`src/rtl/hhc_pkg.sv`:
```
// ----------------------------------------------------------------------------
// hhc_pkg - shared types and constants of the heading hold controller
// Item formats, register indexes, fixed-point widths and the command and
// status bundles that pass between the controller and the datapath.
// ----------------------------------------------------------------------------
package hhc_pkg;

    // Angles in 1/128 degree
    localparam int ANGLE_W = 16;
    localparam int DIFF_W  = ANGLE_W + 1;
    localparam int CORR_W  = 16;
    localparam int GAIN_W  = 8;
    localparam int MAXC_W  = 15;
    localparam int DB_W    = 11;
    localparam int ALPHA_W = 9;
    localparam int PROD_W  = ANGLE_W + GAIN_W + 1;
    localparam int MUL_W   = CORR_W + ALPHA_W + 1;
    localparam int ACC_W   = MUL_W + 1;

    localparam logic signed [DIFF_W-1:0] HALF_TURN = DIFF_W'(23040);
    localparam logic signed [DIFF_W-1:0] FULL_TURN = DIFF_W'(46080);
    localparam logic [ALPHA_W-1:0]       ALPHA_ONE = ALPHA_W'(256);

    // Configuration port
    localparam int CFG_IDX_W  = 3;
    localparam int CFG_DATA_W = 15;

    localparam logic [CFG_IDX_W-1:0] REG_GAIN     = 3'd0;
    localparam logic [CFG_IDX_W-1:0] REG_MAX_CORR = 3'd1;
    localparam logic [CFG_IDX_W-1:0] REG_DEADBAND = 3'd2;
    localparam logic [CFG_IDX_W-1:0] REG_ALPHA    = 3'd3;
    localparam logic [CFG_IDX_W-1:0] REG_INVERT   = 3'd4;

    localparam logic [GAIN_W-1:0]  GAIN_RST     = 8'd128;
    localparam logic [MAXC_W-1:0]  MAX_CORR_RST = 15'd5760;
    localparam logic [DB_W-1:0]    DEADBAND_RST = 11'd64;
    localparam logic [ALPHA_W-1:0] ALPHA_RST    = 9'd115;
    localparam logic               INVERT_RST   = 1'b1;

    // Item kinds
    localparam logic [1:0] MODE_YAW     = 2'd0;
    localparam logic [1:0] MODE_MOVING  = 2'd1;
    localparam logic [1:0] MODE_CORRECT = 2'd2;

    typedef struct packed {
        logic [1:0]                mode;
        logic signed [ANGLE_W-1:0] yaw;
        logic                      moving;
        logic signed [15:0]        turn_cmd;
    } in_item_t;

    typedef struct packed {
        logic signed [CORR_W-1:0] correction;
        logic                     bypassed;
        logic                     holding;
    } out_item_t;

    typedef struct packed {
        logic latch;
        logic set_yaw;
        logic set_moving;
        logic bypass;
        logic idle_res;
        logic start_hold;
        logic calc_err;
        logic calc_mul;
        logic calc_corr;
        logic calc_filt;
        logic calc_round;
        logic calc_res;
        logic push;
    } hhc_cmd_t;

    typedef struct packed {
        logic [1:0] mode;
        logic       manual_nz;
        logic       vehicle_moving;
        logic       hold_active;
        logic       out_free;
    } hhc_stat_t;

endpackage

```
`src/rtl/heading_hold_controller.sv`:
```
// ----------------------------------------------------------------------------
// heading_hold_controller - proportional heading hold with deadband
// Input transactions carry a yaw sample, a moving flag or a correction
// request; only a correction request gives an output transaction.
// Both channels use valid/ready; one transaction is worked on at a time.
// Steps of the sequencer for each kind, from acceptance:
//   yaw sample, moving notification: decode and update, then idle again.
//   request with manual yaw, while stopped, or starting a hold: decode,
//   then the result is pushed into the output register.
//   full correction: error, gain multiply, clamp, two filter multiplies,
//   rounding, output scaling, then the result is pushed.
// The result sits in an output register; the next input transaction is taken
// while it waits. If the receiver stalls and a second result is ready, the
// block holds in its final step until the register frees up.
// Reset clears headings, hold and filter state and loads the register
// defaults: gain 8.0, clamp 45 degrees, deadband 0.5 degree, alpha 115/256,
// output inverted. Configuration writes take effect at once; they must be
// made only while the block is idle, which the block does not enforce.
// ----------------------------------------------------------------------------
module heading_hold_controller (
    input  logic                           clk,
    input  logic                           rst_n,
    input  logic                           in_valid,
    output logic                           in_ready,
    input  hhc_pkg::in_item_t              in_data,
    output logic                           out_valid,
    input  logic                           out_ready,
    output hhc_pkg::out_item_t             out_data,
    input  logic                           cfg_we,
    input  logic [hhc_pkg::CFG_IDX_W-1:0]  cfg_index,
    input  logic [hhc_pkg::CFG_DATA_W-1:0] cfg_data
);

    hhc_pkg::hhc_cmd_t  cmd;
    hhc_pkg::hhc_stat_t stat;

    hhc_ctrl u_ctrl (
        .clk      (clk),
        .rst_n    (rst_n),
        .in_valid (in_valid),
        .in_ready (in_ready),
        .stat     (stat),
        .cmd      (cmd)
    );

    hhc_datapath u_datapath (
        .clk       (clk),
        .rst_n     (rst_n),
        .cmd       (cmd),
        .stat      (stat),
        .in_data   (in_data),
        .cfg_we    (cfg_we),
        .cfg_index (cfg_index),
        .cfg_data  (cfg_data),
        .out_valid (out_valid),
        .out_ready (out_ready),
        .out_data  (out_data)
    );

endmodule

```
`src/rtl/hhc_ctrl.sv`:
```
// ----------------------------------------------------------------------------
// hhc_ctrl - sequencer of the heading hold controller
// Takes one transaction at a time and decodes its kind; a full correction
// steps the datapath through error, gain, clamp, filter and output stages.
// ----------------------------------------------------------------------------
module hhc_ctrl (
    input  logic              clk,
    input  logic              rst_n,
    input  logic              in_valid,
    output logic              in_ready,
    input  hhc_pkg::hhc_stat_t stat,
    output hhc_pkg::hhc_cmd_t  cmd
);

    localparam logic [3:0] ST_IDLE   = 4'd0;
    localparam logic [3:0] ST_DECODE = 4'd1;
    localparam logic [3:0] ST_ERR    = 4'd2;
    localparam logic [3:0] ST_MUL    = 4'd3;
    localparam logic [3:0] ST_CLAMP  = 4'd4;
    localparam logic [3:0] ST_FILT   = 4'd5;
    localparam logic [3:0] ST_ROUND  = 4'd6;
    localparam logic [3:0] ST_RESULT = 4'd7;
    localparam logic [3:0] ST_EMIT   = 4'd8;

    logic [3:0] state_reg;
    logic [3:0] state_next;

    always_comb
    begin
        cmd        = '0;
        state_next = state_reg;
        unique case (state_reg)
            ST_IDLE:
            begin
                cmd.latch = in_valid;
                if (in_valid)
                begin
                    state_next = ST_DECODE;
                end
            end
            ST_DECODE:
            begin
                unique case (stat.mode)
                    hhc_pkg::MODE_YAW:
                    begin
                        cmd.set_yaw = 1'b1;
                        state_next  = ST_IDLE;
                    end
                    hhc_pkg::MODE_MOVING:
                    begin
                        cmd.set_moving = 1'b1;
                        state_next     = ST_IDLE;
                    end
                    hhc_pkg::MODE_CORRECT:
                    begin
                        if (stat.manual_nz)
                        begin
                            cmd.bypass = 1'b1;
                            state_next = ST_EMIT;
                        end
                        else if (!stat.vehicle_moving)
                        begin
                            cmd.idle_res = 1'b1;
                            state_next   = ST_EMIT;
                        end
                        else if (!stat.hold_active)
                        begin
                            cmd.start_hold = 1'b1;
                            state_next     = ST_EMIT;
                        end
                        else
                        begin
                            state_next = ST_ERR;
                        end
                    end
                    default:
                    begin
                        // unused kind: drop
                        state_next = ST_IDLE;
                    end
                endcase
            end
            ST_ERR:
            begin
                cmd.calc_err = 1'b1;
                state_next   = ST_MUL;
            end
            ST_MUL:
            begin
                cmd.calc_mul = 1'b1;
                state_next   = ST_CLAMP;
            end
            ST_CLAMP:
            begin
                cmd.calc_corr = 1'b1;
                state_next    = ST_FILT;
            end
            ST_FILT:
            begin
                cmd.calc_filt = 1'b1;
                state_next    = ST_ROUND;
            end
            ST_ROUND:
            begin
                cmd.calc_round = 1'b1;
                state_next     = ST_RESULT;
            end
            ST_RESULT:
            begin
                cmd.calc_res = 1'b1;
                state_next   = ST_EMIT;
            end
            ST_EMIT:
            begin
                // hold until the output register is free
                if (stat.out_free)
                begin
                    cmd.push   = 1'b1;
                    state_next = ST_IDLE;
                end
            end
            default:
            begin
                state_next = ST_IDLE;
            end
        endcase
    end

    assign in_ready = (state_reg == ST_IDLE);

    always_ff @(posedge clk or negedge rst_n)
    begin
        if (!rst_n)
        begin
            state_reg <= ST_IDLE;
        end
        else
        begin
            state_reg <= state_next;
        end
    end

endmodule

```
`src/rtl/hhc_datapath.sv`:
```
// ----------------------------------------------------------------------------
// hhc_datapath - arithmetic and state of the heading hold controller
// Holds the configuration, headings, hold flags and filter state, the
// pipeline registers of the correction path and the output register.
// ----------------------------------------------------------------------------
module hhc_datapath (
    input  logic                                clk,
    input  logic                                rst_n,
    input  hhc_pkg::hhc_cmd_t                   cmd,
    output hhc_pkg::hhc_stat_t                  stat,
    input  hhc_pkg::in_item_t                   in_data,
    input  logic                                cfg_we,
    input  logic [hhc_pkg::CFG_IDX_W-1:0]       cfg_index,
    input  logic [hhc_pkg::CFG_DATA_W-1:0]      cfg_data,
    output logic                                out_valid,
    input  logic                                out_ready,
    output hhc_pkg::out_item_t                  out_data
);

    // configuration
    logic [hhc_pkg::GAIN_W-1:0]  gain_reg;
    logic [hhc_pkg::MAXC_W-1:0]  max_corr_reg;
    logic [hhc_pkg::DB_W-1:0]    deadband_reg;
    logic [hhc_pkg::ALPHA_W-1:0] alpha_reg;
    logic                        invert_reg;

    // controller state
    logic signed [hhc_pkg::ANGLE_W-1:0] cur_reg, cur_next;
    logic signed [hhc_pkg::ANGLE_W-1:0] ref_reg, ref_next;
    logic                               hold_reg, hold_next;
    logic                               moving_reg, moving_next;
    logic                               prev_reg, prev_next;
    logic signed [hhc_pkg::CORR_W-1:0]  filt_reg, filt_next;

    // pipeline
    hhc_pkg::in_item_t                  item_reg;
    logic signed [hhc_pkg::ANGLE_W-1:0] err_reg, err_next;
    logic signed [hhc_pkg::PROD_W-1:0]  prod_reg, prod_next;
    logic signed [hhc_pkg::CORR_W-1:0]  corr_reg, corr_next;
    logic signed [hhc_pkg::MUL_W-1:0]   mul_a_reg, mul_a_next;
    logic signed [hhc_pkg::MUL_W-1:0]   mul_b_reg, mul_b_next;
    hhc_pkg::out_item_t                 res_reg, res_next;
    hhc_pkg::out_item_t                 out_data_reg;
    logic                               out_valid_reg, out_valid_next;

    // combinational intermediates
    logic signed [hhc_pkg::DIFF_W-1:0]  yaw_ext, yaw_wrap;
    logic signed [hhc_pkg::DIFF_W-1:0]  diff, err_wrap, db_s;
    logic signed [hhc_pkg::PROD_W-1:0]  lim, clamp_val, clamp_bias;
    logic [hhc_pkg::ALPHA_W-1:0]        alpha_eff, beta;
    logic signed [hhc_pkg::ACC_W-1:0]   sum;
    logic [hhc_pkg::ACC_W-1:0]          mag, mag_rnd;
    logic [hhc_pkg::CORR_W-1:0]         q_mag;
    logic signed [hhc_pkg::CORR_W-1:0]  filt_round;
    logic signed [hhc_pkg::CORR_W:0]    fv, v, v_bias;
    logic signed [hhc_pkg::CORR_W-1:0]  out_corr;

    // wrap the incoming yaw once into the half-turn range
    always_comb
    begin
        yaw_ext = {item_reg.yaw[hhc_pkg::ANGLE_W-1], item_reg.yaw};
        if (yaw_ext > hhc_pkg::HALF_TURN)
        begin
            yaw_wrap = yaw_ext - hhc_pkg::FULL_TURN;
        end
        else if (yaw_ext < -hhc_pkg::HALF_TURN)
        begin
            yaw_wrap = yaw_ext + hhc_pkg::FULL_TURN;
        end
        else
        begin
            yaw_wrap = yaw_ext;
        end
    end

    // error: reference minus current, wrapped once, zeroed inside the deadband
    always_comb
    begin
        diff = {ref_reg[hhc_pkg::ANGLE_W-1], ref_reg}
             - {cur_reg[hhc_pkg::ANGLE_W-1], cur_reg};
        if (diff > hhc_pkg::HALF_TURN)
        begin
            err_wrap = diff - hhc_pkg::FULL_TURN;
        end
        else if (diff < -hhc_pkg::HALF_TURN)
        begin
            err_wrap = diff + hhc_pkg::FULL_TURN;
        end
        else
        begin
            err_wrap = diff;
        end
        db_s = hhc_pkg::DIFF_W'(deadband_reg);
        if ((err_wrap > -db_s) && (err_wrap < db_s))
        begin
            err_next = '0;
        end
        else
        begin
            err_next = err_wrap[hhc_pkg::ANGLE_W-1:0];
        end
    end

    assign prod_next = hhc_pkg::PROD_W'(err_reg)
                     * hhc_pkg::PROD_W'($signed({1'b0, gain_reg}));

    // clamp to the scaled limit, then divide by 16 towards zero
    always_comb
    begin
        lim = hhc_pkg::PROD_W'({max_corr_reg, 4'b0000});
        if (prod_reg > lim)
        begin
            clamp_val = lim;
        end
        else if (prod_reg < -lim)
        begin
            clamp_val = -lim;
        end
        else
        begin
            clamp_val = prod_reg;
        end
        clamp_bias = clamp_val + (clamp_val[hhc_pkg::PROD_W-1] ?
                                  hhc_pkg::PROD_W'(15) : hhc_pkg::PROD_W'(0));
        corr_next  = hhc_pkg::CORR_W'(clamp_bias >>> 4);
    end

    // low-pass weights
    always_comb
    begin
        alpha_eff  = (alpha_reg > hhc_pkg::ALPHA_ONE) ? hhc_pkg::ALPHA_ONE : alpha_reg;
        beta       = hhc_pkg::ALPHA_ONE - alpha_eff;
        mul_a_next = hhc_pkg::MUL_W'($signed({1'b0, alpha_eff})) * hhc_pkg::MUL_W'(corr_reg);
        mul_b_next = hhc_pkg::MUL_W'($signed({1'b0, beta})) * hhc_pkg::MUL_W'(filt_reg);
    end

    // divide the weighted sum by 256, halves away from zero
    always_comb
    begin
        sum        = hhc_pkg::ACC_W'(mul_a_reg) + hhc_pkg::ACC_W'(mul_b_reg);
        mag        = sum[hhc_pkg::ACC_W-1] ? -sum : sum;
        mag_rnd    = (mag + hhc_pkg::ACC_W'(128)) >> 8;
        q_mag      = mag_rnd[hhc_pkg::CORR_W-1:0];
        filt_round = sum[hhc_pkg::ACC_W-1] ? -$signed(q_mag) : $signed(q_mag);
    end

    // output in whole degrees, truncated towards zero
    always_comb
    begin
        fv       = {filt_reg[hhc_pkg::CORR_W-1], filt_reg};
        v        = invert_reg ? -fv : fv;
        v_bias   = v + (v[hhc_pkg::CORR_W] ? (hhc_pkg::CORR_W+1)'(127)
                                           : (hhc_pkg::CORR_W+1)'(0));
        out_corr = hhc_pkg::CORR_W'(v_bias >>> 7);
    end

    // state updates and result selection
    always_comb
    begin
        cur_next    = cur_reg;
        ref_next    = ref_reg;
        hold_next   = hold_reg;
        moving_next = moving_reg;
        prev_next   = prev_reg;
        filt_next   = filt_reg;
        res_next    = res_reg;

        if (cmd.set_yaw)
        begin
            cur_next = yaw_wrap[hhc_pkg::ANGLE_W-1:0];
        end
        if (cmd.set_moving)
        begin
            if (item_reg.moving && !prev_reg)
            begin
                ref_next  = cur_reg;
                hold_next = 1'b1;
                filt_next = '0;
            end
            else if (!item_reg.moving)
            begin
                ref_next  = cur_reg;
                hold_next = 1'b0;
                filt_next = '0;
            end
            moving_next = item_reg.moving;
            prev_next   = item_reg.moving;
        end
        if (cmd.bypass)
        begin
            hold_next           = 1'b0;
            filt_next           = '0;
            ref_next            = cur_reg;
            prev_next           = 1'b0;
            res_next.correction = item_reg.turn_cmd;
            res_next.bypassed   = 1'b1;
            res_next.holding    = 1'b0;
        end
        if (cmd.idle_res)
        begin
            res_next.correction = '0;
            res_next.bypassed   = 1'b0;
            res_next.holding    = hold_reg;
        end
        if (cmd.start_hold)
        begin
            ref_next            = cur_reg;
            hold_next           = 1'b1;
            filt_next           = '0;
            res_next.correction = '0;
            res_next.bypassed   = 1'b0;
            res_next.holding    = 1'b1;
        end
        if (cmd.calc_round)
        begin
            filt_next = filt_round;
        end
        if (cmd.calc_res)
        begin
            res_next.correction = out_corr;
            res_next.bypassed   = 1'b0;
            res_next.holding    = 1'b1;
        end
    end

    always_comb
    begin
        out_valid_next = out_valid_reg;
        if (cmd.push)
        begin
            out_valid_next = 1'b1;
        end
        else if (out_ready)
        begin
            out_valid_next = 1'b0;
        end
    end

    // configuration and controller state
    always_ff @(posedge clk or negedge rst_n)
    begin
        if (!rst_n)
        begin
            gain_reg      <= hhc_pkg::GAIN_RST;
            max_corr_reg  <= hhc_pkg::MAX_CORR_RST;
            deadband_reg  <= hhc_pkg::DEADBAND_RST;
            alpha_reg     <= hhc_pkg::ALPHA_RST;
            invert_reg    <= hhc_pkg::INVERT_RST;
            cur_reg       <= '0;
            ref_reg       <= '0;
            hold_reg      <= 1'b0;
            moving_reg    <= 1'b0;
            prev_reg      <= 1'b0;
            filt_reg      <= '0;
            out_valid_reg <= 1'b0;
        end
        else
        begin
            if (cfg_we)
            begin
                unique case (cfg_index)
                    hhc_pkg::REG_GAIN:     gain_reg     <= cfg_data[hhc_pkg::GAIN_W-1:0];
                    hhc_pkg::REG_MAX_CORR: max_corr_reg <= cfg_data[hhc_pkg::MAXC_W-1:0];
                    hhc_pkg::REG_DEADBAND: deadband_reg <= cfg_data[hhc_pkg::DB_W-1:0];
                    hhc_pkg::REG_ALPHA:    alpha_reg    <= cfg_data[hhc_pkg::ALPHA_W-1:0];
                    hhc_pkg::REG_INVERT:   invert_reg   <= cfg_data[0];
                    default:
                    begin
                    end
                endcase
            end
            cur_reg       <= cur_next;
            ref_reg       <= ref_next;
            hold_reg      <= hold_next;
            moving_reg    <= moving_next;
            prev_reg      <= prev_next;
            filt_reg      <= filt_next;
            out_valid_reg <= out_valid_next;
        end
    end

    // payload registers
    always_ff @(posedge clk)
    begin
        if (cmd.latch)
        begin
            item_reg <= in_data;
        end
        if (cmd.calc_err)
        begin
            err_reg <= err_next;
        end
        if (cmd.calc_mul)
        begin
            prod_reg <= prod_next;
        end
        if (cmd.calc_corr)
        begin
            corr_reg <= corr_next;
        end
        if (cmd.calc_filt)
        begin
            mul_a_reg <= mul_a_next;
            mul_b_reg <= mul_b_next;
        end
        res_reg <= res_next;
        if (cmd.push)
        begin
            out_data_reg <= res_reg;
        end
    end

    assign stat.mode           = item_reg.mode;
    assign stat.manual_nz      = (item_reg.turn_cmd != '0);
    assign stat.vehicle_moving = moving_reg;
    assign stat.hold_active    = hold_reg;
    assign stat.out_free       = !out_valid_reg || out_ready;

    assign out_valid = out_valid_reg;
    assign out_data  = out_data_reg;

endmodule
```
`config.mk`:
```
export PLATFORM = sky130hd
export DESIGN_NAME = heading_hold_controller
export DESIGN_NICKNAME = d
export VERILOG_FILES = /design/src/rtl/hhc_pkg.sv /design/src/rtl/heading_hold_controller.sv /design/src/rtl/hhc_ctrl.sv /design/src/rtl/hhc_datapath.sv
export SDC_FILE = /design/constraint.sdc
export NUM_CORES = 2
export LEC_CHECK = 0
export BUFFER_PORTS_ARGS = -buffer_cell sky130_fd_sc_hd__buf_2
export CAP_MARGIN = 20
export CORE_AREA = 2 2 364 366
export CTS_CLUSTER_DIAMETER = 200
export DETAILED_ROUTE_END_ITERATION = 10
export DIE_AREA = 0 0 366 368
export PLACE_DENSITY_LB_ADDON = 0.1
export SLEW_MARGIN = 20
export SYNTH_ARGS = -nofsm -noshare
export SYNTH_HDL_FRONTEND = slang
export SYNTH_HIERARCHICAL = 1
export SYNTH_SLANG_ARGS = --single-unit
```
`constraint.sdc`:
```
create_clock -name clk -period 11.82 [get_ports clk]
set_input_delay 1.182 -clock clk [delete_from_list [all_inputs] [get_ports clk]]
set_output_delay 1.182 -clock clk [all_outputs]
set_load 0.05 [all_outputs]
```
### After elaboration in Yosys (flattened, before gate mapping)

Cells that the tools add are included.

| cells by class | value |
|---|---|
| $add $sub $neg | 15 |
| multipliers | 3 |
| $lt $le $gt $ge | 9 |
| equality and inequality tests | 18 |
| multiplexer cells | 61 |
| reductions and logical operators | 25 |

Operator list:

| operator | number |
|---|---|
| 2-to-1 mux 16 bit | 14 |
| 2-to-1 mux 18 bit | 4 |
| multiplier 10 x 16 -> 26 bit | 2 |
| 2-to-1 mux 17 bit | 3 |
| 2-to-1 mux 25 bit | 2 |
| one-hot mux 4 bit (9 select lines) | 1 |
| 2-to-1 mux 4 bit | 7 |
| adder 26 x 26 -> 27 bit | 1 |
| greater-than comparator 25 x 20 -> 1 bit | 1 |
| < comparator 25 bit | 1 |
| multiplier 16 x 9 -> 25 bit | 1 |
| negator 19 -> 25 bit | 1 |
| adder 24 x 8 -> 24 bit (second input constant) | 1 |
| 2-to-1 mux 1 bit | 24 |
| 2-to-1 mux 24 bit | 1 |
| negator 24 bit | 1 |
| adder 20 bit | 1 |
| adder 17 bit | 1 |
| adder 17 bit (second input constant) | 1 |
| greater-than comparator 17 x 16 -> 1 bit (second input constant) | 1 |
| greater-than comparator 17 bit | 1 |
| < comparator 17 x 12 -> 1 bit | 1 |
| < comparator 17 x 16 -> 1 bit (second input constant) | 1 |
| negator 11 -> 17 bit | 1 |
| 40 further kinds | 58 |

| storage, ports and cells | value |
|---|---|
| register bits | 280 |
| input bits | 58 |
| output and inout port bits | 20 |
| logic and storage cells | 159 |

### Depth between registers and ports, before layout

| logic depth | value |
|---|---|
| word-level depth | 9 |
| gate-level depth with buffers | 38 |
| gate-level depth less buffers | 32 |

### Hierarchy

Netlist, hierarchy kept.

Modules (own cells, without submodules):

| module | times used | cells an instance | area each (um^2) | sequential area each (um^2) |
|---|---|---|---|---|
| hhc_datapath | 1 | 3415 | 32152.1 | 7802.5 |
| hhc_ctrl | 1 | 40 | 337.8 | 100.1 |

### Least setup slack after synthesis

OpenSTA, ideal clock, no wires.

| path | value |
|---|---|
| path kind | register to register |
| start | register u_datapath/max_corr_reg[1] (netlist bit) |
| end | register u_datapath/corr_reg[14] (netlist bit), data pin |
| setup time | 0.158 ns |
| arrival time | 8.924 ns |
| data required time | 11.662 ns |
| slack | 2.738 ns |
| cell stages (with the launch flop) | 38 |
| buffers on the path | 6 |
| clock period less this slack | 9.082 ns |
| cell sequence | dfrtp_1 > inv_1 > ha_1 > or3b_2 > or3_1 > or3_1 > or3_1 > or3_1 > inv_1 > nand3_1 > nand2_1 > nand2b_1 > ha_1 > or4_1 > o211ai_1 > nor2_1 > o31ai_1 > a31o_2 > (+2 left out) > clkbuf_1 > clkbuf_1 > buf_1 > nor2_1 > a211oi_1 > ha_1 > a21o_1 > a21oi_1 > nor2_1 > nand2_1 > a21oi_1 > mux2_2 > a31oi_1 > a221oi_1 > or4b_2 > clkbuf_1 > or3_1 > o211ai_1 |

| between the ends | value |
|---|---|
| word-level cells in the longest chain between the ends | 6 |
| elaborated cells on any way between the ends | 7 |
| classes of those cells | add/sub (2); order compare (2); mux (3) |

Ends and longest elaborated chain:

| what | line | source |
|---|---|---|
| start, declared | hhc_datapath.sv:22 | `logic [hhc_pkg::MAXC_W-1:0] max_corr_reg;` |
| start signal, assigned | hhc_datapath.sv:245 | `max_corr_reg <= hhc_pkg::MAX_CORR_RST;` |
| start signal, assigned | hhc_datapath.sv:263 | `hhc_pkg::REG_MAX_CORR: max_corr_reg <= cfg_data[hhc_pkg::MAXC_W-1:0];` |
| negator 19 -> 25 bit | hhc_datapath.sv:115, hhc_datapath.sv:117 |  |
| < comparator 25 bit | hhc_datapath.sv:115 | `else if (prod_reg < -lim)` |
| 2-to-1 mux 25 bit | hhc_datapath.sv:115 |  |
| 2-to-1 mux 25 bit * | hhc_datapath.sv:111 | `if (prod_reg > lim)` |
| 2-to-1 mux 4 bit | hhc_datapath.sv:123 | `clamp_bias = clamp_val + (clamp_val[hhc_pkg::PROD_W-1] ?` |
| adder 20 bit * | hhc_datapath.sv:123 |  |
| net u_datapath.clamp_bias, one bit | hhc_datapath.sv:49 | `logic signed [hhc_pkg::PROD_W-1:0] lim, clamp_val, clamp_bias;` |
| end signal, assigned | hhc_datapath.sv:299 | `corr_reg <= corr_next;` |
| end, declared | hhc_datapath.sv:39 | `logic signed [hhc_pkg::CORR_W-1:0] corr_reg, corr_next;` |

Mark *: on every way through the listed nets, which the timed path passes. The rest lies on a longest branch.
A chain may end at the register's enable or synchronous reset.

### Final worst setup path

| path | value |
|---|---|
| start | register u_datapath/max_corr_reg[0] (netlist bit) |
| end | register u_datapath/corr_reg[14] (netlist bit), data pin |

Same word-level chain as after synthesis.

==> summary.md <==
| Metric | Value |
|---|---|
| Status | finished, final reports clean |
| Setup WS post-layout | 2870 ps |
| Most frequent CP cell | or3_1 |
| R2R depth | 32 |
| DRT antenna net count | 0 |
| Post-synth EDFFs | 178 |
| Post-CTS setup buffer count | 0 |
| Placed Instances | 5211 |
| N_diodes | 0 |
| Number of gates resized after cts | 0 |
| Max Root-Sink Buffers | 3 |
| Final setup fails | 0 |
| Area growth, synth to finish | 11.7% |
| Int Power | 4.29 mW |
| Die X-Extent | 366 um |
| Crit start category | flip-flop |
| Synth cell types | 106 |
| Top FF cell, synth | edfxtp_1 |
| Post-synth top area share | 21.4% |
| Switch share | 45.5% |
| Setup total negative slack | 0 ps |
| Worst slack, placed | 2860 ps |
| CP bufs+invs | 3 |
| Clock Sinks | 280 |
| DRT iter0 DRCs | 1156 |
| Slew headroom | 30.3% |
| Critical Path Start | u_datapath/max_corr_reg[0]$_DFFE_PN0P_ |
| Ys async rst share | 35.7% |
| Synth cell count leaders | 544 x inv_1, 353 x nand2_1, 348 x fa_1 |
| Root Buffer | clkbuf_16 |
| Vias in the first global route | 24949 |
| CP Data Required Time | 12240 ps |
| Synthesized area per cell | 9.40 sq um |
| Worst R2R Start | u_datapath/max_corr_reg[0]$_DFFE_PN0P_ |
| Rows | 133 |
| RSZ-0062 raised after global routing | no |
| Critical Path Fanout Max | 48 |
| Final worst-path cycle share | 75.8% |
| Max stage delay on crit path | 740 ps |
| Layout cells sized above 1 | 7.60% |
| Yosys reg bits | 280 |
| Worst-Skew Late Latency | 610 ps |
| Switching power | 3.57 mW |
| Max reg flops | 33 |
| GRT Util Overall | 14.2% |
| Die Span Y | 368 um |
| Gate Count Post-Synth | 3455 |
| Worst-Margin Slew | 1040 ps |
| R2R setup slack | 2870 ps |
| Via count | 23561 |
| 1st-pass router iterations | 8 |
| Final-report max-slew violation count | 0 |
| Family with the most delay on the worst path | simple AND/OR/NAND/NOR gates |
| Hold buffer count at cts | 0 |
| PortBufs | 77 |
| Fin. Hold Viols | 0 |
| First-pass GRT wire length | 149000 um |
| Worst reg2reg endpoint | u_datapath/corr_reg[14]$_DFFE_PP_ |
| CP arrival | 9370 ps |
| Largest net degree at the start of global routing | 53 |
| Clk pwr share | 15.5% |
| Reg power frac | 18.8% |
| Routed WL per cell | 17.9 um |
| CORE AREA | 131000 sq um |
| Combinational Power Share | 65.7% |
| Num ports | 78 |
| Worst Hold Class | reg2reg |
| Crit path kind | reg2reg |
| Synth Warn # | 6 |
| Via/cell ratio | 4.46 |
| Final WL | 94400 um |
| Top-count cell post-synth | inv_1 |
| Routability Congestion | 0.772 |
| Syn Nets | 4152 |
| Reg clk slew, reported paths | 50 ps |
| Fill count | 14149 |
| Grt total ovfl | 0 |
| Design area | 36300 sq um |
| Die Footprint | 135000 sq um |
| PwrDens | 217 nW/um^2 |
| DRC Markers | 0 |
| Clock Skew | 46.0 ps |
| CP Depth | 32 |
| Crit end category | flip-flop |
| Initial antenna violation count | 6 |
| CTS tree | done |
| P_leak | 16.3 nW |
| Fmax | 112 MHz |
| Ranking of synthesized cells by area | fa_1 21%, edfxtp_1 16%, ha_1 11%, dfrtp_1 6.8%, inv_1 6.3% |
| Setup crit end | u_datapath/corr_reg[14]$_DFFE_PP_ |
| Final nets | 4194 |
| H-tree levels | 2 |
| Mapped cell area | 32500 sq um |
| Max_cap viols | 0 |
| Sequential-to-total area share from yosys stat | 24.3% |
| Starting density of the core | 24.8% |
| Peak supply drop | 0.000381 V |
| Period minus WS final | 8950 ps |
| Post-DP HPWL | 75300 um |
| Slowest-stage cell, CP | or4b_2 |
| CTS buffer count | 39 |
| Synth area leader | fa_1 |
| Placed cell area | 35000 sq um |
| Final std cells w/o fill | 5282 |
[cells in the final DEF, fill, tap and decap left out, types with 88 or more instances in the layout]
master      n
a21oi_1   122
and2_1    250
dfrtp_1    88
edfxtp_1  178
fa_1      348
ha_1      291
inv_1     544
nand2_1   353
nor2_1    124
o21ai_0   150
xnor2_1   144
[final cells by class]
type	count	area, sq um	share of cell area [%]
inverter	544	2040	5.63
clock buffer	51	1060	2.93
sequential	280	7900	21.8
multi-input combinational	2515	22200	61.1
timing repair buffer	117	688	1.90
clock inverter	20	225	0.621
tap	1755	2200	6.05
[how the worst min path moves through the flow]
stage,start,end,slack [ps],cells after the start
after CTS,u_datapath/res_reg[12]$_DFFE_PP_,u_datapath/out_data[12]$_DFFE_PP_,420,0
after detailed placement,u_datapath/res_reg[16]$_DFFE_PP_,u_datapath/out_data[16]$_DFFE_PP_,400,0
after global placement,u_datapath/res_reg[14]$_DFFE_PP_,u_datapath/out_data[14]$_DFFE_PP_,400,0
after floorplan,u_datapath/res_reg[10]$_DFFE_PP_,u_datapath/out_data[10]$_DFFE_PP_,400,0
final,u_datapath/res_reg[12]$_DFFE_PP_,u_datapath/out_data[12]$_DFFE_PP_,420,0
after global routing,u_datapath/res_reg[4]$_DFFE_PP_,u_datapath/out_data[4]$_DFFE_PP_,430,0
[layer usage]
metal  up-vias  GRT usage (%)  share of wire, %
met5         -              0                 0
met4         0           3.58               2.4
met3        99           1.66               3.2
met2       280           24.7                49
met1     11627           18.6                46
li1      11555              -                 -
[cells by family (layout without fill, tap and decap cells)]
group,Yosys count,in the layout,share of synthesized area [%]
fa+ha+maj,640,640,32.7
flops,280,280,24.3
compound gates,580,580,12.0
buf+inv,660,732,7.69
mux,29,29,0.990
xor+xnor,196,196,5.35
simple gates,1070,1070,17.0
[through the flow]
step	hold slack (ps)	total power [mW]	util [%]
final	417	7.86	27.7
after global routing	431	8.78	27.7
after CTS	418	8.05	27.7
after detailed placement	405	6.74	26.8
after global placement	402	6.75	26.8
after floorplan	400	5.40	-
[power by group through the flow]
stage	clock network, mW	logic, mW	registers, mW
after detailed placement	0	5.24	1.50
final	1.22	5.17	1.48
after global routing	1.30	5.99	1.49
after global placement	0	5.26	1.50
after floorplan	0	3.95	1.45
after CTS	1.28	5.29	1.48
Power figures use the tool's default switching activity.
